`config.mk`:
```
export PLATFORM = sky130hd
export DESIGN_NAME = note_arpeggiator
export DESIGN_NICKNAME = d
export VERILOG_FILES = /design/src/hdl/narp_pkg.sv /design/src/hdl/note_arpeggiator.sv /design/src/hdl/narp_front.sv /design/src/hdl/narp_cmd_queue.sv /design/src/hdl/narp_back.sv
export SDC_FILE = /design/constraint.sdc
export NUM_CORES = 1
export LEC_CHECK = 0
export ABC_AREA = 1
export BUFFER_PORTS_ARGS = -buffer_cell sky130_fd_sc_hd__buf_2
export CAP_MARGIN = 10
export CORE_ASPECT_RATIO = 1.75
export CORE_UTILIZATION = 40
export CTS_CLUSTER_DIAMETER = 150
export DETAILED_ROUTE_END_ITERATION = 16
export SYNTH_ARGS = -nofsm -noshare
export SYNTH_HDL_FRONTEND = slang
export SYNTH_SLANG_ARGS = --single-unit
```
`constraint.sdc`:
```
create_clock -name clk -period 7.32 [get_ports clk]
set_input_delay 0.366 -clock clk [delete_from_list [all_inputs] [get_ports clk]]
set_output_delay 0.366 -clock clk [all_outputs]
set_load 0.005 [all_outputs]
```
`src/hdl/narp_pkg.sv`:
```
// Shared constants, types and tables of the note arpeggiator.
package narp_pkg;

	localparam int NOTE_SLOTS = 3;
	localparam int IDX_W = (NOTE_SLOTS > 1) ? $clog2(NOTE_SLOTS) : 1;
	localparam logic [IDX_W-1:0] LAST_IDX = IDX_W'(NOTE_SLOTS - 1);

	localparam int WALK_TRIES = 3;
	localparam int TRY_W = $clog2(WALK_TRIES);

	localparam int LFSR_W = 16;
	localparam logic [LFSR_W-1:0] LFSR_SEED = 16'hACE1;

	localparam int NOTE_W = 7;
	localparam int KIND_W = 2;
	localparam int CFG_W = 2;
	localparam int CFG_IDX_W = 2;

	localparam int QUEUE_DEPTH = 2;
	localparam int Q_PTR_W = $clog2(QUEUE_DEPTH);
	localparam int Q_CNT_W = $clog2(QUEUE_DEPTH + 1);

	localparam int RES_SUM_W = $clog2(LFSR_W * (NOTE_SLOTS - 1) + 1);
	localparam int MOD_TBL_N = 1 << RES_SUM_W;

	typedef logic [IDX_W-1:0] res_tbl_t [LFSR_W];
	typedef logic [IDX_W-1:0] mod_tbl_t [MOD_TBL_N];

	function automatic res_tbl_t build_res_tbl();
		res_tbl_t t;
		int r;
		r = 1 % NOTE_SLOTS;
		for (int b = 0; b < LFSR_W; b++) begin
			t[b] = IDX_W'(r);
			r = (r * 2) % NOTE_SLOTS;
		end
		return t;
	endfunction

	function automatic mod_tbl_t build_mod_tbl();
		mod_tbl_t t;
		for (int i = 0; i < MOD_TBL_N; i++) begin
			t[i] = IDX_W'(i % NOTE_SLOTS);
		end
		return t;
	endfunction

	// Residue of each LFSR bit weight, and the final reduction of their sum.
	localparam res_tbl_t BIT_RES = build_res_tbl();
	localparam mod_tbl_t MOD_TBL = build_mod_tbl();

	typedef enum logic [CFG_IDX_W-1:0] {
		REG_ENABLE = 2'd0,
		REG_SPEED  = 2'd1,
		REG_ORDER  = 2'd2
	} reg_idx_t;

	typedef enum logic [1:0] {
		ORD_UP     = 2'd0,
		ORD_DOWN   = 2'd1,
		ORD_UPDOWN = 2'd2,
		ORD_RANDOM = 2'd3
	} order_t;

	localparam logic ENABLE_RST = 1'b0;
	localparam logic [KIND_W-1:0] SPEED_RST = 2'd1;
	localparam order_t ORDER_RST = ORD_UP;

	typedef enum logic {
		CMD_CAPTURE = 1'b0,
		CMD_STEP    = 1'b1
	} cmd_kind_t;

	typedef struct packed {
		cmd_kind_t kind;
		logic [NOTE_W-1:0] note;
		logic busy;
	} cmd_t;

	typedef struct packed {
		logic full;
		logic empty;
	} q_stat_t;

	typedef enum logic [1:0] {
		B_IDLE,
		B_WALK,
		B_EMIT
	} back_state_t;

endpackage

```
`src/hdl/note_arpeggiator.sv`:
```
// Top level of the note arpeggiator: front end, command queue and walk engine.
//
//   channel   direction  handshake            payload
//   input     in         in_valid / in_stall  mode, note_in, tick_kind, step_has_note_on
//   result    out        out_valid / out_stall note_out
//   config    in         cfg_we               cfg_index, cfg_data
//
// The front end takes one input beat per cycle while in_stall is low and drops ticks that do not step.
// A capture is handled by the walk engine as it is popped; a stepping tick starts a walk that
// tries one to three slots and, on a hit for a tick without a held note-on, loads the result.
// Two commands queue behind the front end register before in_stall rises.
// Reset empties all slots and the queue; no clearing pass is needed.
// A stalled result holds in its output register while the walk engine waits.
module note_arpeggiator (
	input  logic                             clk,
	input  logic                             arst_n,
	input  logic                             cfg_we,
	input  logic [narp_pkg::CFG_IDX_W-1:0]   cfg_index,
	input  logic [narp_pkg::CFG_W-1:0]       cfg_data,
	input  logic                             in_valid,
	output logic                             in_stall,
	input  logic                             mode,
	input  logic [narp_pkg::NOTE_W-1:0]      note_in,
	input  logic [narp_pkg::KIND_W-1:0]      tick_kind,
	input  logic                             step_has_note_on,
	output logic                             out_valid,
	input  logic                             out_stall,
	output logic [narp_pkg::NOTE_W-1:0]      note_out
);
	import narp_pkg::*;

	q_stat_t q_stat;
	logic    push;
	cmd_t    push_cmd;
	logic    pop;
	cmd_t    pop_cmd;
	order_t  order;

	narp_front u_front (
		.clk              (clk),
		.arst_n           (arst_n),
		.cfg_we           (cfg_we),
		.cfg_index        (cfg_index),
		.cfg_data         (cfg_data),
		.in_valid         (in_valid),
		.in_stall         (in_stall),
		.mode             (mode),
		.note_in          (note_in),
		.tick_kind        (tick_kind),
		.step_has_note_on (step_has_note_on),
		.q_stat           (q_stat),
		.push             (push),
		.push_cmd         (push_cmd),
		.order            (order)
	);

	narp_cmd_queue u_queue (
		.clk      (clk),
		.arst_n   (arst_n),
		.push     (push),
		.push_cmd (push_cmd),
		.pop      (pop),
		.pop_cmd  (pop_cmd),
		.q_stat   (q_stat)
	);

	narp_back u_back (
		.clk       (clk),
		.arst_n    (arst_n),
		.order     (order),
		.q_stat    (q_stat),
		.pop_cmd   (pop_cmd),
		.pop       (pop),
		.out_valid (out_valid),
		.out_stall (out_stall),
		.note_out  (note_out)
	);

endmodule

```
`src/hdl/narp_front.sv`:
```
// Front end: configuration registers, input beat intake and classification.
module narp_front (
	input  logic                             clk,
	input  logic                             arst_n,
	input  logic                             cfg_we,
	input  logic [narp_pkg::CFG_IDX_W-1:0]   cfg_index,
	input  logic [narp_pkg::CFG_W-1:0]       cfg_data,
	input  logic                             in_valid,
	output logic                             in_stall,
	input  logic                             mode,
	input  logic [narp_pkg::NOTE_W-1:0]      note_in,
	input  logic [narp_pkg::KIND_W-1:0]      tick_kind,
	input  logic                             step_has_note_on,
	input  narp_pkg::q_stat_t                q_stat,
	output logic                             push,
	output narp_pkg::cmd_t                   push_cmd,
	output narp_pkg::order_t                 order
);
	import narp_pkg::*;

	logic               enable_q;
	logic [KIND_W-1:0]  speed_q;
	order_t             order_q;
	logic               valid_s1;
	cmd_t               cmd_s1;
	logic               accept;
	logic               keep;

	always_ff @(posedge clk or negedge arst_n) begin
		if (!arst_n) begin
			enable_q <= ENABLE_RST;
			speed_q  <= SPEED_RST;
			order_q  <= ORDER_RST;
		end else if (cfg_we) begin
			case (reg_idx_t'(cfg_index))
				REG_ENABLE: enable_q <= cfg_data[0];
				REG_SPEED:  speed_q  <= cfg_data;
				REG_ORDER:  order_q  <= order_t'(cfg_data);
				default: ;
			endcase
		end
	end

	// Ticks of another kind, or any tick while disabled, are dropped here.
	assign keep     = !mode || (enable_q && (tick_kind == speed_q));
	assign in_stall = valid_s1 && q_stat.full;
	assign accept   = in_valid && !in_stall;
	assign push     = valid_s1 && !q_stat.full;

	always_ff @(posedge clk or negedge arst_n) begin
		if (!arst_n) begin
			valid_s1 <= 1'b0;
		end else if (accept) begin
			valid_s1 <= keep;
		end else if (push) begin
			valid_s1 <= 1'b0;
		end
	end

	always_ff @(posedge clk) begin
		if (accept) begin
			cmd_s1.kind <= mode ? CMD_STEP : CMD_CAPTURE;
			cmd_s1.note <= note_in;
			cmd_s1.busy <= step_has_note_on;
		end
	end

	assign push_cmd = cmd_s1;
	assign order    = order_q;

endmodule

```
`src/hdl/narp_cmd_queue.sv`:
```
// Short command queue between the front end and the walk engine.
module narp_cmd_queue (
	input  logic              clk,
	input  logic              arst_n,
	input  logic              push,
	input  narp_pkg::cmd_t    push_cmd,
	input  logic              pop,
	output narp_pkg::cmd_t    pop_cmd,
	output narp_pkg::q_stat_t q_stat
);
	import narp_pkg::*;

	cmd_t                entry_q [QUEUE_DEPTH];
	logic [Q_PTR_W-1:0]  wr_ptr_q;
	logic [Q_PTR_W-1:0]  rd_ptr_q;
	logic [Q_CNT_W-1:0]  count_q;

	always_ff @(posedge clk) begin
		if (push) begin
			entry_q[wr_ptr_q] <= push_cmd;
		end
	end

	always_ff @(posedge clk or negedge arst_n) begin
		if (!arst_n) begin
			wr_ptr_q <= '0;
			rd_ptr_q <= '0;
			count_q  <= '0;
		end else begin
			if (push) begin
				wr_ptr_q <= wr_ptr_q + Q_PTR_W'(1);
			end
			if (pop) begin
				rd_ptr_q <= rd_ptr_q + Q_PTR_W'(1);
			end
			case ({push, pop})
				2'b10:   count_q <= count_q + Q_CNT_W'(1);
				2'b01:   count_q <= count_q - Q_CNT_W'(1);
				default: ;
			endcase
		end
	end

	assign pop_cmd      = entry_q[rd_ptr_q];
	assign q_stat.full  = (count_q == Q_CNT_W'(QUEUE_DEPTH));
	assign q_stat.empty = (count_q == '0);

endmodule

```
`src/hdl/narp_back.sv`:
```
// Walk engine: note slot row, walk state, random source and result register.
module narp_back (
	input  logic                          clk,
	input  logic                          arst_n,
	input  narp_pkg::order_t              order,
	input  narp_pkg::q_stat_t             q_stat,
	input  narp_pkg::cmd_t                pop_cmd,
	output logic                          pop,
	output logic                          out_valid,
	input  logic                          out_stall,
	output logic [narp_pkg::NOTE_W-1:0]   note_out
);
	import narp_pkg::*;

	back_state_t        state_q;
	back_state_t        state_d;
	logic               slot_vld_q  [NOTE_SLOTS];
	logic [NOTE_W-1:0]  slot_note_q [NOTE_SLOTS];
	logic [IDX_W-1:0]   idx_q;
	logic               up_q;
	logic [LFSR_W-1:0]  lfsr_q;
	logic [TRY_W-1:0]   try_q;
	logic               busy_q;
	logic [NOTE_W-1:0]  hold_note_q;
	logic               out_valid_q;
	logic [NOTE_W-1:0]  out_note_q;

	logic [LFSR_W-1:0]  lfsr_n;
	logic [IDX_W-1:0]   idx_n;
	logic               up_n;
	logic [IDX_W-1:0]   sel;
	logic               hit;
	logic               match;
	logic               do_capture;
	logic               do_try;
	logic               load_out;

	function automatic logic [IDX_W-1:0] lfsr_mod(input logic [LFSR_W-1:0] v);
		logic [RES_SUM_W-1:0] acc_lo;
		logic [RES_SUM_W-1:0] acc_hi;
		acc_lo = '0;
		acc_hi = '0;
		for (int b = 0; b < LFSR_W / 2; b++) begin
			if (v[b]) begin
				acc_lo = acc_lo + RES_SUM_W'(BIT_RES[b]);
			end
			if (v[b + LFSR_W / 2]) begin
				acc_hi = acc_hi + RES_SUM_W'(BIT_RES[b + LFSR_W / 2]);
			end
		end
		return MOD_TBL[acc_lo + acc_hi];
	endfunction

	// One try of the walk: the slot read and the walk state after it.
	always_comb begin
		lfsr_n = {lfsr_q[0] ^ lfsr_q[2] ^ lfsr_q[3] ^ lfsr_q[5], lfsr_q[LFSR_W-1:1]};
		idx_n  = idx_q;
		up_n   = up_q;
		sel    = idx_q;
		case (order)
			ORD_UP: begin
				idx_n = (idx_q == LAST_IDX) ? '0 : idx_q + IDX_W'(1);
			end
			ORD_DOWN: begin
				idx_n = (idx_q == '0) ? LAST_IDX : idx_q - IDX_W'(1);
			end
			ORD_UPDOWN: begin
				if (up_q) begin
					if (idx_q == LAST_IDX) begin
						up_n = 1'b0;
					end else begin
						idx_n = idx_q + IDX_W'(1);
					end
				end else begin
					if (idx_q == '0) begin
						up_n = 1'b1;
					end else begin
						idx_n = idx_q - IDX_W'(1);
					end
				end
			end
			ORD_RANDOM: begin
				sel = lfsr_mod(lfsr_n);
			end
			default: ;
		endcase
		hit = slot_vld_q[sel];
	end

	always_comb begin
		match = 1'b0;
		for (int i = 0; i < NOTE_SLOTS; i++) begin
			if (slot_vld_q[i] && (slot_note_q[i] == pop_cmd.note)) begin
				match = 1'b1;
			end
		end
	end

	always_comb begin
		state_d    = state_q;
		pop        = 1'b0;
		do_capture = 1'b0;
		do_try     = 1'b0;
		load_out   = 1'b0;
		case (state_q)
			B_IDLE: begin
				if (!q_stat.empty) begin
					pop = 1'b1;
					if (pop_cmd.kind == CMD_STEP) begin
						state_d = B_WALK;
					end else begin
						do_capture = 1'b1;
					end
				end
			end
			B_WALK: begin
				do_try = 1'b1;
				if (hit) begin
					state_d = busy_q ? B_IDLE : B_EMIT;
				end else if (try_q == TRY_W'(WALK_TRIES - 1)) begin
					state_d = B_IDLE;
				end
			end
			B_EMIT: begin
				if (!out_valid_q || !out_stall) begin
					load_out = 1'b1;
					state_d  = B_IDLE;
				end
			end
			default: state_d = B_IDLE;
		endcase
	end

	always_ff @(posedge clk or negedge arst_n) begin
		if (!arst_n) begin
			state_q     <= B_IDLE;
			idx_q       <= '0;
			up_q        <= 1'b1;
			lfsr_q      <= LFSR_SEED;
			try_q       <= '0;
			busy_q      <= 1'b0;
			out_valid_q <= 1'b0;
			for (int i = 0; i < NOTE_SLOTS; i++) begin
				slot_vld_q[i] <= 1'b0;
			end
		end else begin
			state_q <= state_d;
			if (pop) begin
				try_q  <= '0;
				busy_q <= pop_cmd.busy;
			end
			if (do_try) begin
				try_q <= try_q + TRY_W'(1);
				idx_q <= idx_n;
				up_q  <= up_n;
				if (order == ORD_RANDOM) begin
					lfsr_q <= lfsr_n;
				end
			end
			if (do_capture && !match) begin
				for (int i = 0; i < NOTE_SLOTS - 1; i++) begin
					slot_vld_q[i] <= slot_vld_q[i + 1];
				end
				slot_vld_q[NOTE_SLOTS - 1] <= 1'b1;
			end
			if (load_out) begin
				out_valid_q <= 1'b1;
			end else if (!out_stall) begin
				out_valid_q <= 1'b0;
			end
		end
	end

	always_ff @(posedge clk) begin
		if (do_capture && !match) begin
			for (int i = 0; i < NOTE_SLOTS - 1; i++) begin
				slot_note_q[i] <= slot_note_q[i + 1];
			end
			slot_note_q[NOTE_SLOTS - 1] <= pop_cmd.note;
		end
		if (do_try && hit) begin
			hold_note_q <= slot_note_q[sel];
		end
		if (load_out) begin
			out_note_q <= hold_note_q;
		end
	end

	assign out_valid = out_valid_q;
	assign note_out  = out_note_q;

endmodule

```
==> impl_metrics.yaml, run 1 <==
timing:
  slew_headroom: 0.4083
  drv_slew: 0
  worstMarginPinSlew_ns: 0.8875
  rsz0062_at_grt: "false"
  fmax_ghz: 0.1658
  tns_ns: 0
  report.final.hold_viol_count: 0
  timing.final.crit_period_ns: 6.031
  worst_slack_ns: 1.289
  setup_violations: 0
  post-route-period-util: 0.8240
  finClkSkew_ns: 0.01255
synthesis:
  synth_top_area_frac: 0.3243
  synth_nets: 726
  yosysUniqueCellTypes: 42
  synthesis.area_sq_um: 5742
  yosys.area.top_type: "edfxtp_1"
  synth_top_cells_by_count: "nand2_1 (186), inv_1 (104), edfxtp_1 (62)"
  synthTopCellsByArea: "edfxtp_1 (32%), dfrtp_1 (12%), nand2_1 (12%)"
  synth_cells: 676
  ys_seq_elements: 100
  synth_edf_count: 62
  synth_most_common_cell: "nand2_1"
  yosysSeqAreaShare: 0.4920
  yosys_warnings: 0
  async_flop_share: 0.3800
  synth.avg_cell_area_sq_um: 8.494
  synth-main-ff-cell: "edfxtp_1"
clock_tree:
  cts.sink_count: 100
  root_buffer: "clkbuf_16"
  cts_tree: "yes"
  holdBufCountCts: 0
  cts_resized: 0
  cts_buffer_depth: 2
  htreeDepth: 3
  post_cts.repair.setup_buffers: 0
  cts.clk_slew.worst_paths_ns: 0.08
  clk_latency_ns: 0.35
  numCtsBuffers: 9
pwr:
  p_sw_frac: 0.3968
  p_seq_frac: 0.411
  p_int_w: 0.001393
  pwr-share-clk: 0.202
  leakagePower_nw: 3.101
  ir_worst_vdd_uv: 136.4
  combPwrFrac: 0.388
  p_per_area_nw_per_um2: 362.9
  switchingPower_w: 0.0009160
floorplan:
  die_y_um: 160.5
  die-width_um: 92.57
  num_rows: 57
  core_area_sq_um: 13980
  io_pins: 29
  start_util: 0.4108
  die-area_sq_um: 14860
global_routing:
  track_usage: 0.1623
  grt_pass1_vias: 4363
  overflow: 0
  grt_pass1_wl_mm: 19.14
  grt_max_degree: 39
  antenna_found_initial: 0
setup_path:
  r2r_slack_ns: 1.29
  end_kind: "register"
  crit_path_start_kind: "register"
  cpMaxStageDelayCell: "dfstp_2"
  r2r_cells: 35
  cp.arrival_ns: 6.02
  worstReg2RegEnd: "u_back.hold_note_q[4]"
  required_ns: 7.31
  slowest_delay_ns: 0.56
  critPathMaxFanout: 13
  critical_path_class: "reg -> reg"
  r2r-start: "u_back.lfsr_q[10]"
  crit_top_cell: "nand2_1"
outcome:
  status: "complete, no violations"
layout:
  fin_util: 0.4551
  synthToLayoutAreaGrowth_pct: 10.79
  drive_above_1_share: 0.1133
  diodes: 0
  fin_nets: 760
  final_cell_area_sq_um: 6361
drt:
  ant_nets: 0
  first_pass_iters: 4
  wl_per_cell_um: 12.60
  vias: 4429
  wirelength_mm: 11.24
  first_iter_violations: 154
  drcViolationCount: 0
  via_per_inst: 4.965
place:
  place_area_sq_um: 6073
  dp_hpwl_mm: 8.777
  place_ws_ns: 1.332
  place.gp.congestion: 0.8456
  portBuffers: 28
run:
  cap_violations: 0
worst_hold_path:
  worst_hold_path_type: "in -> async"
cell families (layout without fill, tap and decap cells):
group,Yosys count,after routing,share of synthesized area
DFF,100,100,0.4920
xor gates and xnor gates,26,26,0.03966
muxes,3,3,0.005448
adders and majority gates,30,30,0.06668
AOI/OAI and AO/OA,87,87,0.08652
buffers and inverters,116,155,0.07845
and+or+nand+nor,314,314,0.2312
flip-flops by register name (all words and copies together), names as in the netlist, named ones only:
register / flops
u_queue.rd_ptr_q: 1
u_back.note_out: 7
u_back.lfsr_q: 16
u_front.valid_s1: 1
u_back.idx_q: 2
u_front.enable_q: 1
u_back.busy_q: 1
u_queue.count_q: 2
u_back.slot_vld_q: 3
u_back.slot_note_q: 21
u_back.state_q: 2
u_queue.entry_q: 18
u_back.hold_note_q: 7
u_queue.wr_ptr_q: 1
u_front.speed_q: 2
u_front.order: 2
u_front.push_cmd: 9
u_back.out_valid: 1
u_back.try_q: 2
power by group through the flow:
stage	combinational (W)	sequential, W	clock (W)
2_1_floorplan	0.000720	0.000920	0
3_3_place_gp	0.000870	0.000952	0
3_5_place_dp	0.000895	0.000961	0
4_1_cts	0.000903	0.000950	0.000478
5_1_grt	0.00103	0.000970	0.000501
6_report	0.000895	0.000948	0.000466
cell type report:
class	instances	area, sq um
clock buffers	9	225.2
multi-input cells	460	2466
inverters	110	412.9
fillers	1383	7617
clock inverters	7	62.56
flip-flops and latches	100	2825
well taps	177	221.5
repair buffers	29	147.6
worst max-delay path, delay by kind of cell (launching register included):
family,cells,cell delay (ns)
xor gates and xnor gates,1,0.16
AOI/OAI and AO/OA,6,1.39
adders and majority gates,5,1.27
DFF,1,0.56
buffers and inverters,3,0.19
and+or+nand+nor,20,2.11
how the worst max path moves through the flow:
stage                      start                     to  slack, ns  cells past startpoint
3_3_place_gp   u_back.lfsr_q[10]  u_back.hold_note_q[0]       1.45                     36
6_report       u_back.lfsr_q[10]  u_back.hold_note_q[4]       1.29                     35
5_1_grt        u_back.lfsr_q[10]  u_back.hold_note_q[4]       0.76                     35
2_1_floorplan  u_back.lfsr_q[10]  u_back.hold_note_q[0]       2.05                     39
3_5_place_dp   u_back.lfsr_q[10]  u_back.hold_note_q[0]       1.33                     35
4_1_cts        u_back.lfsr_q[10]  u_back.hold_note_q[3]       1.29                     35
through the flow:
stage                     hold slack, ns  std cells  total power (W)
after detailed placement          0.4061        876         0.001856
after global placement            0.4014        876         0.001822
final                             0.1332        892         0.002308
after CTS                         0.1640        892         0.002331
after global routing              0.1749        892         0.002502
after floorplan                  0.07041        676         0.001639
per-layer routing:
metal,vias up,global-route usage,part of all wire
li1,2267,-,-
met1,2089,0.1750,0.42
met2,51,0.3030,0.53
met3,22,0.02652,0.020
met4,0,0.07315,0.031
met5,-,0,0
cells in the final DEF, fill, tap and decap left out, types with 5 or more instances in the layout:
master     synthesis  final
o21ai_1            6      6
edfxtp_1          62     62
inv_2              6      6
nand2_1          186    186
dfrtp_1           28     28
xor2_1            18     18
nand3_1           52     52
ha_1              29     29
inv_1            104    104
a21oi_1           17     17
nand2_2            8      8
nor2_1            49     49
buf_2              0     28
clkbuf_16          0      9
dfstp_2           10     10
o21ai_0           43     43
xnor2_1            8      8
o22ai_1            5      5
Power figures use the tool's default switching activity.
==> inputs of run 2 (changes only) <==
Clock period 7.32 ns to 5.35 ns, I/O delays scaled along.
==> run 2 against run 1 <==
  * Clock-buffer cell count is the same
  * Highest routed layer unchanged
  * Non-clock buffer count grew 31
  * Largest power group is now combinational logic
  * Clock skew shrank 0.0022 ns
  * Global-route usage grew 0.32 points
  * Sequential cell count is the same
  * Critical path type unchanged
  * Via count grew 2.5%
  * Cell area grew 8.1%
==> impl_metrics.yaml, run 2 (synthesis gave the netlist of run 1 again) <==
clock_tree:
  htreeDepth: 3
  cts.sink_count: 100
  holdBufCountCts: 0
  cts_buffer_depth: 2
  cts_tree: "yes"
  clk_latency_ns: 0.35
  cts.clk_slew.worst_paths_ns: 0.07
  numCtsBuffers: 9
  root_buffer: "clkbuf_16"
setup_path:
  critPathMaxFanout: 7
  slowest_delay_ns: 0.56
  cp_top_family: "simple AND/OR/NAND/NOR gates"
  cpMaxStageDelayCell: "dfstp_2"
  end_kind: "register"
  crit_top_cell: "nand2_1"
  r2r_slack_ns: 0.24
  required_ns: 5.42
  path_buf_inv: 7
  critical_path_class: "reg -> reg"
  cp.arrival_ns: 5.18
  crit_path_start_kind: "register"
drt:
  wirelength_mm: 11.81
  via_per_inst: 4.917
  vias: 4538
  drcViolationCount: 0
  first_pass_iters: 5
  first_iter_violations: 165
  wl_per_cell_um: 12.79
  ant_nets: 0
pwr:
  p_int_w: 0.002029
  ir_worst_vdd_uv: 190.4
  p_sw_frac: 0.4006
  power.total_w: 0.003384
  switchingPower_w: 0.001356
  p_per_area_nw_per_um2: 491.9
  combPwrFrac: 0.425
  p_seq_frac: 0.385
  pwr-share-clk: 0.190
  leakagePower_nw: 3.296
place:
  place_ws_ns: -0.1637
  portBuffers: 28
  dp_hpwl_mm: 8.732
  place.gp.congestion: 0.8421
run:
  cap_violations: 0
timing:
  finClkSkew_ns: 0.01040
  report.final.hold_viol_count: 0
  post-route-period-util: 0.9557
  setup_violations: 0
  drv_slew: 0
  worst_slack_ns: 0.2371
  timing.final.crit_period_ns: 5.113
  slew_headroom: 0.3975
  fmax_ghz: 0.1956
  worstMarginPinSlew_ns: 0.9037
  fin_hold_ws_ns: 0.04642
  tns_ns: 0
floorplan:
  die-width_um: 92.57
  num_rows: 57
  core_area_sq_um: 13980
  start_util: 0.4108
  die-area_sq_um: 14860
  io_pins: 29
  die_y_um: 160.5
layout:
  fin_nets: 791
  regMostFlops: "u_back.slot_note_q"
  drive_above_1_share: 0.2279
  seqCellArea_sq_um: 2825
  fin_util: 0.4921
  diodes: 0
  largest_reg_flops: 21
  fillers: 1328
  multi_input_area_sq_um: 2736
  reg_top3: "u_back.slot_note_q (21), u_queue.entry_q (18), u_back.lfsr_q (16)"
  mostFrequentLayoutCell: "nand2_1"
  synthToLayoutAreaGrowth_pct: 19.81
  layout_common_cells: "nand2_1 (162), inv_1 (98), edfxtp_1 (62)"
outcome:
  status: "complete, no violations"
global_routing:
  track_usage: 0.1655
  grt_pass1_vias: 4458
  antenna_found_initial: 0
  overflow: 0
  grt_max_degree: 39
  grt_pass1_wl_mm: 19.51
worst_hold_path:
  worst_hold_path_type: "in -> async"
[run 2: metrics by stage]
stage	area [sq um]	cells
finish	6879	923
global route	6879	923
CTS	6502	908
detailed placement	6163	888
global placement	6163	888
floorplan	5742	676
[run 2: area by class of cell]
type                       instances  area share
multi-input combinational        460      0.3978
clock inverter                     7     0.01019
tap                              177     0.03219
inverter                         110     0.06002
sequential                       100      0.4107
timing repair buffer              60     0.05638
clock buffer                       9     0.03274
[run 2: worst paths after layout]
check / end / cells after the start / start
worst max-delay path: u_back.hold_note_q[4] / 41 / u_back.lfsr_q[10]
worst min-delay path: u_back.busy_q / 1 / arst_n
worst max register to register: u_back.hold_note_q[4] / 41 / u_back.lfsr_q[10]
worst min register to register: u_back.note_out[2] / 0 / u_back.hold_note_q[2]
max in group asynchronous: u_back.lfsr_q[12] / 1 / arst_n
min in group clk: u_front.push_cmd[2] / 1 / note_in[1]
[run 2: timing repair]
action,CTS,global route
buffers inserted,4,15
setup endpoints to repair,14,16
resized for setup,6,70
pin swaps,4,39
[run 2: worst reg2reg max path, delay by kind of cell, from the launching register on]
kind            cells  cell delay (ns)
fa+ha+maj           5             1.14
buf+inv             7             0.50
xor+xnor            1             0.15
compound gates      5             0.70
flops               1             0.56
simple gates       23             1.84
[run 2: power by group through the flow]
stage	combinational (W)	clock [W]	sequential, W
after floorplan	0.000984	0	0.00126
after global placement	0.00121	0	0.00131
after detailed placement	0.00126	0	0.00131
after CTS	0.00128	0.000667	0.00130
after global routing	0.00163	0.000693	0.00133
final	0.00144	0.000645	0.00130
[run 2: per-layer routing]
| metal | vias to the layer above | track usage | routed length, um |
|---|---|---|---|
| met5 | - | 0 | 0 |
| met4 | 0 | 0.07813 | 330 |
| met3 | 24 | 0.03172 | 240 |
| met2 | 52 | 0.3047 | 6383 |
| met1 | 2133 | 0.1777 | 4851 |
| li1 | 2329 | - | - |
==> inputs of run 3 (changes only) <==
Settings changed: SETUP_SLACK_MARGIN set to 0.4.
==> run 3 against run 2 <==
  * Utilization up 6.0 points
  * Non-clock buffer count up 59
  * Register-to-register slack worse by 0.13 ns
  * Power up 7.4%
  * Critical path depth down 3
  * Sequential cell count unchanged
  * Sequential share of layout area down 4.5 points
  * Combinational power up 15%
  * Largest power group unchanged
==> impl_metrics.yaml, run 3 (synthesis gave the netlist of run 1 again) <==
layout:
  reg_top3: "u_back.slot_note_q (21), u_queue.entry_q (18), u_back.lfsr_q (16)"
  drive_above_1_share: 0.3383
  layout_common_cells: "nand2_1 (142), inv_1 (94), buf_4 (80)"
  fin_util: 0.5525
  mostFrequentLayoutCell: "nand2_1"
  final_cell_area_sq_um: 7724
  fin_nets: 850
  diodes: 0
  synthToLayoutAreaGrowth_pct: 34.52
  final_cell_count_no_fill: 981
  largest_reg_flops: 21
  regMostFlops: "u_back.slot_note_q"
pwr:
  pwr-share-clk: 0.185
  combPwrFrac: 0.453
  p_per_area_nw_per_um2: 470.4
  p_int_w: 0.002179
  leakagePower_nw: 3.686
  ir_worst_vdd_uv: 227.3
  p_sw_frac: 0.4004
  switchingPower_w: 0.001455
  p_seq_frac: 0.362
floorplan:
  num_rows: 57
  die_y_um: 160.5
  die-width_um: 92.57
  io_pins: 29
  die-area_sq_um: 14860
  core_area_sq_um: 13980
  start_util: 0.4108
global_routing:
  track_usage: 0.1863
  grt_pass1_wl_mm: 22.09
  overflow: 0
  grt_pass1_vias: 4992
  grt_max_degree: 39
  antenna_found_initial: 0
timing:
  fin_hold_ws_ns: 0.05463
  rsz0062_at_grt: "true"
  slew_headroom: 0.3915
  tns_ns: 0
  drv_slew: 0
  setup_violations: 0
  worstMarginPinSlew_ns: 0.9128
  report.final.hold_viol_count: 0
  timing.final.crit_period_ns: 5.238
  post-route-period-util: 0.9791
  fmax_ghz: 0.1909
  finClkSkew_ns: 0.009067
setup_path:
  cp_top_family: "simple AND/OR/NAND/NOR gates"
  crit_path_start_kind: "register"
  required_ns: 5.38
  end_kind: "register"
  cpMaxStageDelayCell: "dfstp_2"
  cp.arrival_ns: 5.27
  path_buf_inv: 11
  critical_path_class: "reg -> reg"
  slowest_delay_ns: 0.55
  critPathMaxFanout: 7
  crit_top_cell: "nand2_2"
drt:
  wl_per_cell_um: 14.29
  dr_wl_met3_um: 471
  vias: 4919
  top_layer: "met4"
  wl_met1_mm: 5.247
  drcViolationCount: 0
  first_pass_iters: 4
  first_iter_violations: 181
  wirelength_mm: 14.01
  dr_wl_met2_mm: 7.702
  ant_nets: 0
  via_per_inst: 5.014
clock_tree:
  root_buffer: "clkbuf_16"
  cts.clk_slew.worst_paths_ns: 0.07
  numCtsBuffers: 9
  holdBufCountCts: 0
  cts_tree: "yes"
  htreeDepth: 3
  cts.sink_count: 100
  cts_buffer_depth: 2
  clk_latency_ns: 0.35
place:
  placed_cells: 885
  place_area_sq_um: 6185
  place.gp.congestion: 0.8735
  portBuffers: 28
  dp_hpwl_mm: 8.940
outcome:
  status: "complete, no violations"
run:
  cap_violations: 0
worst_hold_path:
  worst_hold_path_type: "in -> async"
## run 3: cell count changes in the layout (fill, tap and decap cells not counted), moves of 8 or more
cell     delta
buf_6       +9
nand3_4     +9
nand2_2     +8
nand2_1    -20
nand3_1     -8
buf_4      +50
nand2_4    +12
## run 3: cell type report
type	count	area, sq um
Multi-Input combinational cell	460	3083
Clock buffer	9	225.2
Tap cell	177	221.5
Clock inverter	6	83.83
Sequential cell	100	2825
Timing Repair Buffer	119	864.6
Inverter	110	420.4
Fill cell	1199	6255
## run 3: metal layers
metal,vias up,track usage
met5,-,0
met4,0,0.09659
met3,45,0.03172
met2,103,0.3485
met1,2324,0.1937
li1,2447,-
## run 3: path summary, 6_finish.rpt
| kind | startpoint | endpoint | slack, ns | depth (start not counted) |
|---|---|---|---|---|
| max | u_back.lfsr_q[10] | u_back.hold_note_q[4] | 0.11 | 38 |
| max in group asynchronous | arst_n | u_back.idx_q[1] | 4.73 | 1 |
| min | arst_n | u_back.lfsr_q[12] | 0.05 | 1 |
| min in group clk | note_in[1] | u_front.push_cmd[2] | 0.09 | 1 |
| min reg2reg | u_back.hold_note_q[5] | u_back.note_out[5] | 0.42 | 0 |
| max reg2reg | u_back.lfsr_q[10] | u_back.hold_note_q[4] | 0.11 | 38 |
## run 3: power by group through the flow
| stage | sequential [W] | combinational, W | clock [W] |
|---|---|---|---|
| 2_1_floorplan | 0.00126 | 0.00101 | 0 |
| 3_3_place_gp | 0.00131 | 0.00123 | 0 |
| 3_5_place_dp | 0.00132 | 0.00127 | 0 |
| 4_1_cts | 0.00131 | 0.00147 | 0.000693 |
| 5_1_grt | 0.00135 | 0.00183 | 0.000723 |
| 6_report | 0.00132 | 0.00165 | 0.000673 |
## run 3: worst reg2reg max path, delay by kind of cell (launching register included)
| kind | cells | cell delay, ns |
|---|---|---|
| AO/OA/AOI/OAI | 3 | 0.66 |
| XOR/XNOR | 2 | 0.31 |
| adder cells (fa/ha/maj) | 3 | 0.82 |
| buffers and inverters | 11 | 1.12 |
| flip-flops | 1 | 0.55 |
| AND/OR/NAND/NOR | 19 | 1.43 |
## run 3: what timing repair did
item	in CTS	in global routing
gates resized for setup	64	86
endpoints found under the hold margin	0	0
pin swaps	53	57
buffers inserted	68	13
endpoints found under the setup margin	16	16
## run 3: stage by stage
stage | setup WS (ns) | total power (W)
after floorplan | 0.4022 | 0.002264
after global placement | 0.003373 | 0.002535
after detailed placement | -0.1020 | 0.002589
after CTS | 0.2479 | 0.003476
after global routing | -0.2030 | 0.003902
final | 0.1120 | 0.003633
